### src/hdl/srbf_pkg.sv
// srbf_pkg: types, constants and hash helper functions for the salted rotating
// Bloom filter. No dependencies; used by every other file of the block.
`timescale 1ns / 1ps
`default_nettype none
package srbf_pkg;

    localparam int MAIN_FILTER_BITS   = 4096;
    localparam int MAIN_PROBES        = 4;
    localparam int IGNORE_FILTER_BITS = 1024;
    localparam int IGNORE_PROBES      = 3;
    localparam int PRINT_BITS         = 11;

    localparam int FP_W      = 11;
    localparam int FUNC_W    = 3;
    localparam int TIME_W    = 32;
    localparam int CFG_IDX_W = 3;
    localparam int CFG_W     = 64;

    localparam logic [CFG_IDX_W-1:0] CFG_SALT0  = 3'd0;
    localparam logic [CFG_IDX_W-1:0] CFG_SALT1  = 3'd1;
    localparam logic [CFG_IDX_W-1:0] CFG_SALT2  = 3'd2;
    localparam logic [CFG_IDX_W-1:0] CFG_SALT3  = 3'd3;
    localparam logic [CFG_IDX_W-1:0] CFG_PERIOD = 3'd4;
    localparam logic [TIME_W-1:0]    PERIOD_RESET = 32'd86400000;

    localparam logic [FP_W-1:0] PRINT_MASK = FP_W'((1 << PRINT_BITS) - 1);

    // filters are stored as 64-bit rows in one shared memory:
    // main bank 0, main bank 1, then the ignore filter
    localparam int ROW_W     = 64;
    localparam int COL_W     = 6;
    localparam int MAIN_BW   = $clog2(MAIN_FILTER_BITS);
    localparam int IGN_BW    = $clog2(IGNORE_FILTER_BITS);
    localparam int MAIN_ROWS = MAIN_FILTER_BITS / ROW_W;
    localparam int IGN_ROWS  = IGNORE_FILTER_BITS / ROW_W;
    localparam int IGN_BASE  = 2 * MAIN_ROWS;
    localparam int MEM_ROWS  = IGN_BASE + IGN_ROWS;
    localparam int MEM_AW    = $clog2(MEM_ROWS);
    localparam int MAIN_NP   = (MAIN_PROBES > 16) ? 16 : MAIN_PROBES;
    localparam int IGN_NP    = (IGNORE_PROBES > 16) ? 16 : IGNORE_PROBES;
    localparam int PI_W      = 4;

    localparam int MSG_LEN = 32 + 3;

    typedef logic [15:0][31:0] t_block;
    typedef logic [7:0][31:0]  t_digest;

    typedef enum logic [FUNC_W-1:0] {
        OP_NOTE    = 3'd0,
        OP_AQUERY  = 3'd1,
        OP_IADD    = 3'd2,
        OP_IQUERY  = 3'd3,
        OP_ICLEAR  = 3'd4,
        OP_TICK    = 3'd5,
        OP_ROTATE  = 3'd6,
        OP_NONE    = 3'd7
    } t_op;

    typedef enum logic [2:0] {
        BS_IDLE,
        BS_HASH,
        BS_RD,
        BS_CHK,
        BS_DONE
    } t_bstate;

    typedef struct packed {
        t_op               op;
        logic [FP_W-1:0]   fp;
        logic [TIME_W-1:0] now;
    } t_item;

    typedef struct packed {
        logic [3:0][63:0]  salt;
        logic [TIME_W-1:0] period;
    } t_cfg;

    typedef struct packed {
        logic hist;
        logic busy;
    } t_bstat;

    localparam logic [0:63][31:0] SHA_K = {
        32'h428a2f98, 32'h71374491, 32'hb5c0fbcf, 32'he9b5dba5,
        32'h3956c25b, 32'h59f111f1, 32'h923f82a4, 32'hab1c5ed5,
        32'hd807aa98, 32'h12835b01, 32'h243185be, 32'h550c7dc3,
        32'h72be5d74, 32'h80deb1fe, 32'h9bdc06a7, 32'hc19bf174,
        32'he49b69c1, 32'hefbe4786, 32'h0fc19dc6, 32'h240ca1cc,
        32'h2de92c6f, 32'h4a7484aa, 32'h5cb0a9dc, 32'h76f988da,
        32'h983e5152, 32'ha831c66d, 32'hb00327c8, 32'hbf597fc7,
        32'hc6e00bf3, 32'hd5a79147, 32'h06ca6351, 32'h14292967,
        32'h27b70a85, 32'h2e1b2138, 32'h4d2c6dfc, 32'h53380d13,
        32'h650a7354, 32'h766a0abb, 32'h81c2c92e, 32'h92722c85,
        32'ha2bfe8a1, 32'ha81a664b, 32'hc24b8b70, 32'hc76c51a3,
        32'hd192e819, 32'hd6990624, 32'hf40e3585, 32'h106aa070,
        32'h19a4c116, 32'h1e376c08, 32'h2748774c, 32'h34b0bcb5,
        32'h391c0cb3, 32'h4ed8aa4a, 32'h5b9cca4f, 32'h682e6ff3,
        32'h748f82ee, 32'h78a5636f, 32'h84c87814, 32'h8cc70208,
        32'h90befffa, 32'ha4506ceb, 32'hbef9a3f7, 32'hc67178f2
    };

    localparam t_digest SHA_H0 = {
        32'h5be0cd19, 32'h1f83d9ab, 32'h9b05688c, 32'h510e527f,
        32'ha54ff53a, 32'h3c6ef372, 32'hbb67ae85, 32'h6a09e667
    };

    function automatic logic [31:0] rotr(input logic [31:0] x, input int n);
        logic [63:0] d;
        d = {x, x} >> n;
        return d[31:0];
    endfunction

    function automatic logic [31:0] big_s0(input logic [31:0] x);
        return rotr(x, 2) ^ rotr(x, 13) ^ rotr(x, 22);
    endfunction

    function automatic logic [31:0] big_s1(input logic [31:0] x);
        return rotr(x, 6) ^ rotr(x, 11) ^ rotr(x, 25);
    endfunction

    function automatic logic [31:0] small_s0(input logic [31:0] x);
        return rotr(x, 7) ^ rotr(x, 18) ^ (x >> 3);
    endfunction

    function automatic logic [31:0] small_s1(input logic [31:0] x);
        return rotr(x, 17) ^ rotr(x, 19) ^ (x >> 10);
    endfunction

    // one padded block: salt, fingerprint low/high byte, zero, 0x80, length
    function automatic t_block make_block(input logic [255:0] salt,
                                          input logic [FP_W-1:0] fp);
        t_block      b;
        logic [15:0] fp16;
        logic [15:0] bits;
        fp16 = 16'(fp);
        bits = 16'(MSG_LEN * 8);
        b = '0;
        for (int j = 0; j < 8; j++) begin
            b[j] = {salt[32*j +: 8], salt[32*j+8 +: 8], salt[32*j+16 +: 8],
                    salt[32*j+24 +: 8]};
        end
        b[8]  = {fp16[7:0], fp16[15:8], 8'h00, 8'h80};
        b[15] = {16'h0000, bits};
        return b;
    endfunction

    // probe i: digest bytes 2i (low) and 2i+1 (high)
    function automatic logic [15:0] probe_slice(input t_digest dig,
                                                input logic [PI_W-1:0] i);
        logic [31:0] w;
        w = dig[i[PI_W-1:1]];
        return i[0] ? {w[7:0], w[15:8]} : {w[23:16], w[31:24]};
    endfunction

endpackage
`default_nettype wire

### src/hdl/srbf_front.sv
// srbf_front: input side; decodes each transaction and queues it in a
// two-entry FIFO for the back end. Depends on srbf_pkg.
`timescale 1ns / 1ps
`default_nettype none
module srbf_front (
    input  wire logic                       i_clk,
    input  wire logic                       i_rst_n,
    input  wire logic                       i_valid,
    output logic                            o_stall,
    input  wire logic [srbf_pkg::FUNC_W-1:0] i_func,
    input  wire logic [srbf_pkg::FP_W-1:0]   i_fingerprint,
    input  wire logic [srbf_pkg::TIME_W-1:0] i_now_time,
    output logic                            o_qvalid,
    output srbf_pkg::t_item                 o_item,
    input  wire logic                       i_pop
);
    import srbf_pkg::*;

    t_item      r_q [2];
    logic       r_wp, r_rp;
    logic [1:0] r_cnt;
    logic       push;
    t_item      w_new;

    assign o_stall  = (r_cnt == 2'd2);
    assign o_qvalid = (r_cnt != 2'd0);
    assign o_item   = r_q[r_rp];
    assign push     = i_valid && !o_stall;

    always_comb begin
        w_new.op  = t_op'(i_func);
        w_new.fp  = i_fingerprint & PRINT_MASK;
        w_new.now = i_now_time;
    end

    always_ff @(posedge i_clk) begin
        if (!i_rst_n) begin
            r_wp  <= 1'b0;
            r_rp  <= 1'b0;
            r_cnt <= 2'd0;
        end else begin
            if (push) r_wp <= ~r_wp;
            if (i_pop) r_rp <= ~r_rp;
            if (push && !i_pop) r_cnt <= r_cnt + 2'd1;
            else if (!push && i_pop) r_cnt <= r_cnt - 2'd1;
        end
    end

    always_ff @(posedge i_clk) begin
        if (push) r_q[r_wp] <= w_new;
    end

endmodule
`default_nettype wire

### config.mk
export PLATFORM = sky130hd
export DESIGN_NAME = srbf_front
export DESIGN_NICKNAME = d
export VERILOG_FILES = /design/src/hdl/srbf_pkg.sv /design/src/hdl/srbf_front.sv
export SDC_FILE = /design/constraint.sdc
export NUM_CORES = 1
export LEC_CHECK = 0
export ABC_CLOCK_PERIOD_IN_PS = 3500
export BUFFER_PORTS_ARGS = -buffer_cell sky130_fd_sc_hd__buf_2
export CORE_UTILIZATION = 51
export DETAILED_ROUTE_END_ITERATION = 10
export PLACE_DENSITY = 0.84
export SLEW_MARGIN = 5
export SYNTH_ARGS = -nofsm -noshare
export SYNTH_HDL_FRONTEND = slang
export SYNTH_SLANG_ARGS = --single-unit
export TNS_END_PERCENT = 30
### constraint.sdc
create_clock -name i_clk -period 3.5 [get_ports i_clk]
set_input_delay 0.175 -clock i_clk [delete_from_list [all_inputs] [get_ports i_clk]]
set_output_delay 0.175 -clock i_clk [all_outputs]
set_load 0.05 [all_outputs]
==> reports/qor.yml, run 1 <==
run_status: "finished clean"
diodes: 0
routed_via_density: 4.74
place_area_sq_mm: 0.00415
drc_errors: 0
holdCritPathClass: "in2reg"
crit_required_ns: 3.32
stdcell_area_sq_mm: 0.00472
cts.htree.levels: 3
register_area_sq_mm: 0.00286
antenna_found_initial: 0
drive_above_1_share: 0.503
crit_buf_inv: 1
grt_pass1_vias: 1992
path_cells: "mux2_2, buf_2"
synth.distinct_cells: 22
final_cells: 412
initial_utilization: 0.526
syn_nets: 219
dp.cells: 358
insertion_delay_ns: 0.35
n_fill_cell: 458
min_to: "r_q[0][31]$_DFFE_PP_"
worstPathMaxFanout: 46
maxCapViolCount: 0
hold_viol: 0
leakage_nw: 1.79
grt_max_degree: 47
r2r-start: "r_cnt[0]$_SDFFE_PN0P_"
critical_path_class: "reg2out"
syn_avg_cell_area_sq_um: 21.3
relSlewSlack: 0.268
cts_tree: "yes"
dpl.hpwl_mm: 3.34
power-per-cell-area_mw_per_mm2: 594
grt_pass1_wl_mm: 8.96
start_kind: "register"
crit_family: "flip-flops"
core_area_sq_mm: 0.00679
fp.dieW_um: 85.7
layout_setup_ws_ns: 1.24
setup_violations: 0
drt-total-wl_mm: 5.89
die_h_um: 85.7
ys_warn_count: 0
ant_nets: 0
clock_sinks: 97
grt_overflow: 0
first_pass_iters: 4
clk_pin_slew_ns: 0.09
p_total_mw: 2.80
syn_inst: 168
vias: 1951
finClkSkew_ns: 0.00548
cts_buffers: 9
slowest_stage: "dfxtp_2"
report.final.slew_viol_count: 0
cts_resized: 0
wl_per_cell_um: 14.3
r2r_cells: 2
yosysTopAreaCellShare: 0.774
worst_pin_slew_ns: 1.10
worst_hold_slack_ns: 0.0180
synth_seq_cells: 97
nets: 362
port_buffers: 97
r2r-end: "r_q[1][17]$_DFFE_PP_"
rsz0062_at_grt: "no"
multiInputGateArea_sq_um: 652
tns_ns: 0
cpPeakStageDelay_ns: 1.06
peakVddDrop_mv: 0.401
area_growth_pct: 32.1
drtIter0Drc: 69
critPathCaptureType: "output pin"
fin_util: 0.694
grt_use_total: 0.169
finalWeightedCongestion: 0.666
ys_seq_area_frac: 0.802
clock-root-buffer: "clkbuf_8"
crit_arrival_ns: 2.08
rrSetupSlack_ns: 1.61
die-area_sq_mm: 0.00734
hold_path_depth: 1
period_share: 0.645
rows: 30
cts_buffer_depth: 2
ys_top_cells_by_area: "edfxtp_1 (77%), mux2_2 (13%), dfxtp_1 (2.8%)"
ios: 98
period_needed_ns: 2.26
hp-start: "i_now_time[31]"
post-place-ws_ns: 1.59
cts_setup_buffers: 0
netlist_area_sq_mm: 0.00357
synth_top_area_cell: "edfxtp_1"
fmax_ghz: 0.443
cell usage after synthesis, drive strengths merged:
cell and count:
edfxtp 92, nor2 1, or3 1, buf 5, xnor2 1, inv 3
or2 1, nand2b 1, and3 1, o21a 1, ha 1, and2 3
mux2 46, dfxtp 5, a21boi 2, o21ai 1, nor3 1, xor2 2
state kept, by name (all words and copies together), names as in the netlist, named ones only:
signal / count
r_cnt: 2
r_q: 92
r_rp: 1
r_wp: 1
worst register-to-register path: stages, from the launching register on:
cell and delay [ns]:
dfxtp_1 0.40, nand2b_2 0.17, and3_2 0.89
worst max path at each step:
stage                     endpoint  slack, ns  depth (start not counted)
2_1_floorplan  r_q[0][0]$_DFFE_PP_       0.58                          3
6_report                o_item[38]       1.24                          2
4_1_cts                 o_item[44]       1.20                          2
5_1_grt                 o_item[38]       1.12                          2
3_3_place_gp            o_item[38]       1.58                          2
3_5_place_dp            o_item[44]       1.59                          2
where the power goes:
| group | leakage (nW) | internal (mW) | switching (mW) |
|---|---|---|---|
| Sequential | 0.900 | 1.40 | 0.0497 |
| Combinational | 0.799 | 0.203 | 0.455 |
| Clock | 0.0868 | 0.333 | 0.357 |
cell usage in the layout, fill, tap and decap left out, drive strengths merged:
cell / count
a21boi: 2
and2: 3
and3: 1
buf: 99
bufinv: 1
clkbuf: 12
clkinv: 1
clkinvlp: 2
dfxtp: 5
dlygate4sd3: 38
edfxtp: 92
ha: 1
inv: 3
mux2: 46
nand2b: 1
nor2: 1
nor3: 1
o21a: 1
o21ai: 1
or2: 1
or3: 1
xnor2: 1
xor2: 2
logic make-up (layout without fill, tap and decap cells):
family | count (synthesis) | in the layout | share of synthesized area
buffers and inverters | 8 | 156 | 0.0179
xor gates and xnor gates | 3 | 3 | 0.00736
AOI/OAI and AO/OA | 4 | 4 | 0.00771
DFF | 97 | 97 | 0.802
muxes | 46 | 46 | 0.145
and+or+nand+nor | 9 | 9 | 0.0168
adders and majority gates | 1 | 1 | 0.00350
area by class of cell:
cell class	instances	share of cell area
Sequential cell	97	0.607
Timing Repair Buffer	137	0.187
Multi-Input combinational cell	63	0.138
Clock buffer	12	0.0286
Tap cell	96	0.0255
Clock inverter	4	0.0114
Inverter	3	0.00239
routing by layer:
metal | wire [um] | track usage | up-vias
li1 | - | - | 936
met4 | 121 | 0.0879 | 0
met1 | 2450 | 0.187 | 945
met3 | 220 | 0.0481 | 12
met5 | 0 | 0 | -
met2 | 3090 | 0.297 | 58
what timing repair did:
item                                   4_1_cts  5_1_grt
setup endpoints to repair                    0        0
endpoints found under the hold margin       57       12
hold buffers                                31        7
No activity file was read; power rests on OpenSTA's default activity.
==> inputs of run 2 (changes only) <==
--- a/config.mk
+++ b/config.mk
@@ -5,7 +5,7 @@
 export SDC_FILE = /design/constraint.sdc
 export NUM_CORES = 1
 export LEC_CHECK = 0
-export ABC_CLOCK_PERIOD_IN_PS = 3500
+export ABC_CLOCK_PERIOD_IN_PS = 2200
 export BUFFER_PORTS_ARGS = -buffer_cell sky130_fd_sc_hd__buf_2
 export CORE_UTILIZATION = 51
 export DETAILED_ROUTE_END_ITERATION = 10
==> constraint.sdc (replaced) <==
create_clock -name i_clk -period 2.2 [get_ports i_clk]
set_input_delay 0.11 -clock i_clk [delete_from_list [all_inputs] [get_ports i_clk]]
set_output_delay 0.11 -clock i_clk [all_outputs]
set_load 0.05 [all_outputs]
==> run 2 against run 1 <==
Effect of this change: cell area up 3.2%; die area unchanged; setup slack worse by 0.72 ns; utilization up 2.2 points; global-route usage up 2.0 points; wire length up 7.9%; register-to-register slack worse by 0.98 ns; cell count up 2.4%; sequential power up 58%; via count up 4.2%; power up 65%; critical path type unchanged.
==> reports/qor.yml, run 2 (same netlist as run 1, synthesis figures left out) <==
run_status: "finished clean"
leakage_nw: 1.86
fmax_ghz: 0.594
routed_via_density: 4.82
relSlewSlack: 0.764
peakVddDrop_mv: 0.596
cts_resized: 0
ant_nets: 0
cts_tree: "yes"
vias: 2033
start_kind: "register"
initial_utilization: 0.526
report.final.slew_viol_count: 0
finClkSkew_ns: 0.00730
nets: 372
holdCritPathClass: "in2reg"
rows: 30
core_area_sq_mm: 0.00679
worst_hold_slack_ns: 0.0246
setup_violations: 0
worst_pin_slew_ns: 0.355
finalWeightedCongestion: 0.721
clk_pin_slew_ns: 0.08
period_needed_ns: 1.68
dpl.hpwl_mm: 3.77
first_pass_iters: 4
drc_errors: 0
final_cell_mix: "buf_2 (97), edfxtp_1 (92), dlygate4sd3_1 (46)"
fp.dieW_um: 85.7
grt_max_degree: 47
crit_required_ns: 2.09
area_growth_pct: 36.3
drive_above_1_share: 0.500
worstPathMaxFanout: 46
cts.htree.levels: 3
antenna_found_initial: 0
drtIter0Drc: 68
tns_ns: 0
drt-total-wl_mm: 6.35
grt_overflow: 0
cts_buffers: 9
critical_path_class: "reg2out"
p_total_mw: 4.61
final_common_cell: "buf_2"
clock-root-buffer: "clkbuf_8"
critPathCaptureType: "output pin"
die-area_sq_mm: 0.00734
crit_arrival_ns: 1.57
maxCapViolCount: 0
dp.cells: 360
reg_top3: "r_q x92, r_cnt x2"
grt_pass1_wl_mm: 10.1
final_cells: 422
diodes: 0
rrSetupSlack_ns: 0.63
die_h_um: 85.7
power-per-cell-area_mw_per_mm2: 948
cts_buffer_depth: 2
rsz0062_at_grt: "no"
top_register: "r_q"
hold_viol: 0
largest_register_ffs: 92
wl_per_cell_um: 15.0
clock_sinks: 97
insertion_delay_ns: 0.36
grt_use_total: 0.189
ios: 98
period_share: 0.765
port_buffers: 97
grt_pass1_vias: 2245
run 2: cell types whose count changed in the layout (fill, tap and decap cells not counted), sizes merged:
cell         previous run  this run
dlygate4sd3            38        46
buf                    99       101
clkinv                  1         3
clkinvlp                2         1
bufinv                  1         2
clkbuf                 12        10
run 2: final timing paths:
kind	start	endpoint	cells after the start
hold reg to reg	r_rp$_SDFFE_PN0P_	r_rp$_SDFFE_PN0P_	2
setup / recovery	register	o_item[14]	3
setup reg to reg	r_cnt[0]$_SDFFE_PN0P_	r_cnt[1]$_SDFFE_PN0P_	6
hold / removal	i_rst_n	r_rp$_SDFFE_PN0P_	2
run 2: repair_timing:
item	4_1_cts	5_1_grt
hold endpoints to repair	92	0
endpoints found under the setup margin	0	0
hold buffers	46	0
buffers inserted	0	0
run 2: layer usage:
layer | wire, um | part of all wire | vias to the layer above | global-route usage
met5 | 0 | 0 | - | 0
met4 | 148 | 0.023 | 0 | 0.0879
met3 | 350 | 0.055 | 15 | 0.0674
met2 | 3360 | 0.53 | 71 | 0.335
met1 | 2490 | 0.39 | 992 | 0.201
li1 | - | - | 955 | -
run 2: worst max-delay path, cell delays in order, from the launching register on:
cell	delay, ns
dfxtp_2	0.35
buf_12	0.24
mux2_2	0.38
buf_2	0.21
run 2: cell type report:
| cell class | instances | area (sq um) |
|---|---|---|
| flip-flops and latches | 97 | 2860 |
| inverters | 3 | 13.8 |
| well taps | 96 | 120 |
| multi-input cells | 63 | 657 |
| repair buffers | 147 | 1000 |
| fillers | 444 | 1930 |
| clock inverters | 6 | 82.6 |
| clock buffers | 10 | 128 |
run 2: metrics by stage:
stage                util  worst slack (ns)  area [sq um]
global route        0.716             0.451          4870
CTS                 0.716             0.508          4870
global placement    0.617             0.752          4200
finish              0.716             0.517          4870
detailed placement  0.617             0.667          4200
floorplan               -          0.000197          3580
run 2: power by group:
group,internal (mW),leakage [nW],switching [mW],total (mW)
sequential,2.23,0.900,0.0531,2.29
combinational,0.350,0.852,0.764,1.11
clock,0.635,0.106,0.579,1.21
==> inputs of run 3 (changes only) <==
--- a/config.mk
+++ b/config.mk
@@ -5,7 +5,7 @@
 export SDC_FILE = /design/constraint.sdc
 export NUM_CORES = 1
 export LEC_CHECK = 0
-export ABC_CLOCK_PERIOD_IN_PS = 2200
+export ABC_CLOCK_PERIOD_IN_PS = 1700
 export BUFFER_PORTS_ARGS = -buffer_cell sky130_fd_sc_hd__buf_2
 export CORE_UTILIZATION = 51
 export DETAILED_ROUTE_END_ITERATION = 10
==> constraint.sdc (replaced) <==
create_clock -name i_clk -period 1.7 [get_ports i_clk]
set_input_delay 0.085 -clock i_clk [delete_from_list [all_inputs] [get_ports i_clk]]
set_output_delay 0.085 -clock i_clk [all_outputs]
set_load 0.05 [all_outputs]
==> run 3 against run 2 <==
Effect of this change: cell area grew 1.1%; worst hold slack gained 0.053 ns; sequential power grew 29%; combinational power grew 33%; utilization grew 0.81 points; first-iteration DRC count shrank 18%; critical path depth is the same; non-clock buffer count grew 4; die area is the same; power grew 28%; count of clock-buffer cells in the layout is the same; clock skew is essentially flat; critical path type unchanged; largest cell class unchanged.
==> reports/qor.yml, run 3 (same netlist as run 1, synthesis figures left out) <==
run_status: "finished clean"
grt_pass1_vias: 2223
crit_required_ns: 1.62
fp.dieW_um: 85.7
die_h_um: 85.7
initial_utilization: 0.526
final_cells: 426
worst_pin_slew_ns: 0.288
finClkSkew_ns: 0.00759
wl_per_cell_um: 15.4
core_area_sq_mm: 0.00679
drtIter0Drc: 56
n_fill_cell: 445
hold_viol: 0
final_common_cell: "buf_2"
top_register: "r_q"
clock-root-buffer: "clkbuf_8"
period_share: 0.961
cts_buffer_depth: 2
rsz0062_at_grt: "no"
clk_pin_slew_ns: 0.09
slowest_stage: "dfxtp_2"
period_needed_ns: 1.63
critPathCaptureType: "output pin"
grt_pass1_wl_mm: 10.3
cts.htree.levels: 3
finalWeightedCongestion: 0.794
leakage_nw: 1.88
first_pass_iters: 4
report.final.slew_viol_count: 0
diodes: 0
antenna_found_initial: 0
port_buffers: 97
relSlewSlack: 0.808
insertion_delay_ns: 0.35
final_cell_mix: "buf_2 (97), edfxtp_1 (92), dlygate4sd3_1 (47)"
drive_above_1_share: 0.506
routed_via_density: 4.76
power-per-cell-area_mw_per_mm2: 1200
reg_top3: "r_q x92, r_cnt x2"
worstPathMaxFanout: 23
rows: 30
dp.cells: 363
setup_violations: 0
crit_buf_inv: 2
ios: 98
cts_buffers: 9
vias: 2027
drc_errors: 0
nets: 376
cts_setup_buffers: 0
place_area_sq_mm: 0.00425
cts_tree: "yes"
grt_max_degree: 35
largest_register_ffs: 92
holdCritPathClass: "in2reg"
fin_util: 0.724
path_cells: "buf_8, mux2_2, buf_2"
drt-total-wl_mm: 6.57
area_growth_pct: 37.8
crit_arrival_ns: 1.55
grt_overflow: 0
fmax_ghz: 0.612
stdcell_area_sq_mm: 0.00492
dpl.hpwl_mm: 3.79
critical_path_class: "reg2out"
maxCapViolCount: 0
clock_sinks: 97
ant_nets: 0
crit_family: "buffers and inverters"
cpPeakStageDelay_ns: 0.38
die-area_sq_mm: 0.00734
peakVddDrop_mv: 0.822
start_kind: "register"
grt_use_total: 0.191
run 3: final timing paths:
path | start | end | slack [ns] | depth (start not counted)
worst max-delay path | register | o_item[37] | 0.07 | 3
worst max register to register | r_cnt[0]$_SDFFE_PN0P_ | r_cnt[1]$_SDFFE_PN0P_ | 0.20 | 7
worst min-delay path | i_pop | register | 0.08 | 3
worst min register to register | r_cnt[1]$_SDFFE_PN0P_ | r_cnt[1]$_SDFFE_PN0P_ | 0.56 | 2
run 3: power by group:
group	internal (mW)	switching (mW)	leakage, nW
sequential	2.89	0.0709	0.901
clock	0.686	0.776	0.0964
combinational	0.484	0.997	0.880
run 3: timing repair:
action,4_1_cts,5_1_grt
cloned,0,0
hold buffers,47,0
endpoints found under the setup margin,23,5
hold endpoints to repair,95,0
gates resized for setup,1,1
run 3: area by class of cell:
| cell class | count | area [sq um] | area share |
|---|---|---|---|
| flip-flops and latches | 97 | 2870 | 0.582 |
| repair buffers | 151 | 1070 | 0.217 |
| multi-input cells | 63 | 657 | 0.133 |
| clock buffers | 10 | 128 | 0.0259 |
| well taps | 96 | 120 | 0.0244 |
| clock inverters | 6 | 68.8 | 0.0140 |
| inverters | 3 | 16.3 | 0.00331 |
run 3: stage by stage:
stage | total power, mW | setup WS [ns] | hold WS, ns | setup TNS, ns
6_report | 5.90 | 0.0664 | 0.0779 | 0
5_1_grt | 6.13 | 0.0172 | 0.0878 | 0
4_1_cts | 5.94 | 0.0421 | 0.0717 | 0
2_1_floorplan | 4.06 | -0.446 | 0.184 | -37.45
3_3_place_gp | 4.37 | 0.285 | 0.274 | 0
3_5_place_dp | 4.41 | 0.222 | 0.276 | 0
run 3: worst reg2reg max path: stages, from the launching register on:
cell	delay, ns
dfxtp_2	0.35
nand2b_4	0.16
inv_6	0.07
nor2_1	0.04
ha_1	0.20
xor2_1	0.16
or3_1	0.31
a21boi_1	0.14
run 3: routing by layer:
layer / track usage / part of all wire
met5: 0 / 0
met1: 0.198 / 0.38
met4: 0.0833 / 0.018
met2: 0.366 / 0.55
met3: 0.0462 / 0.043
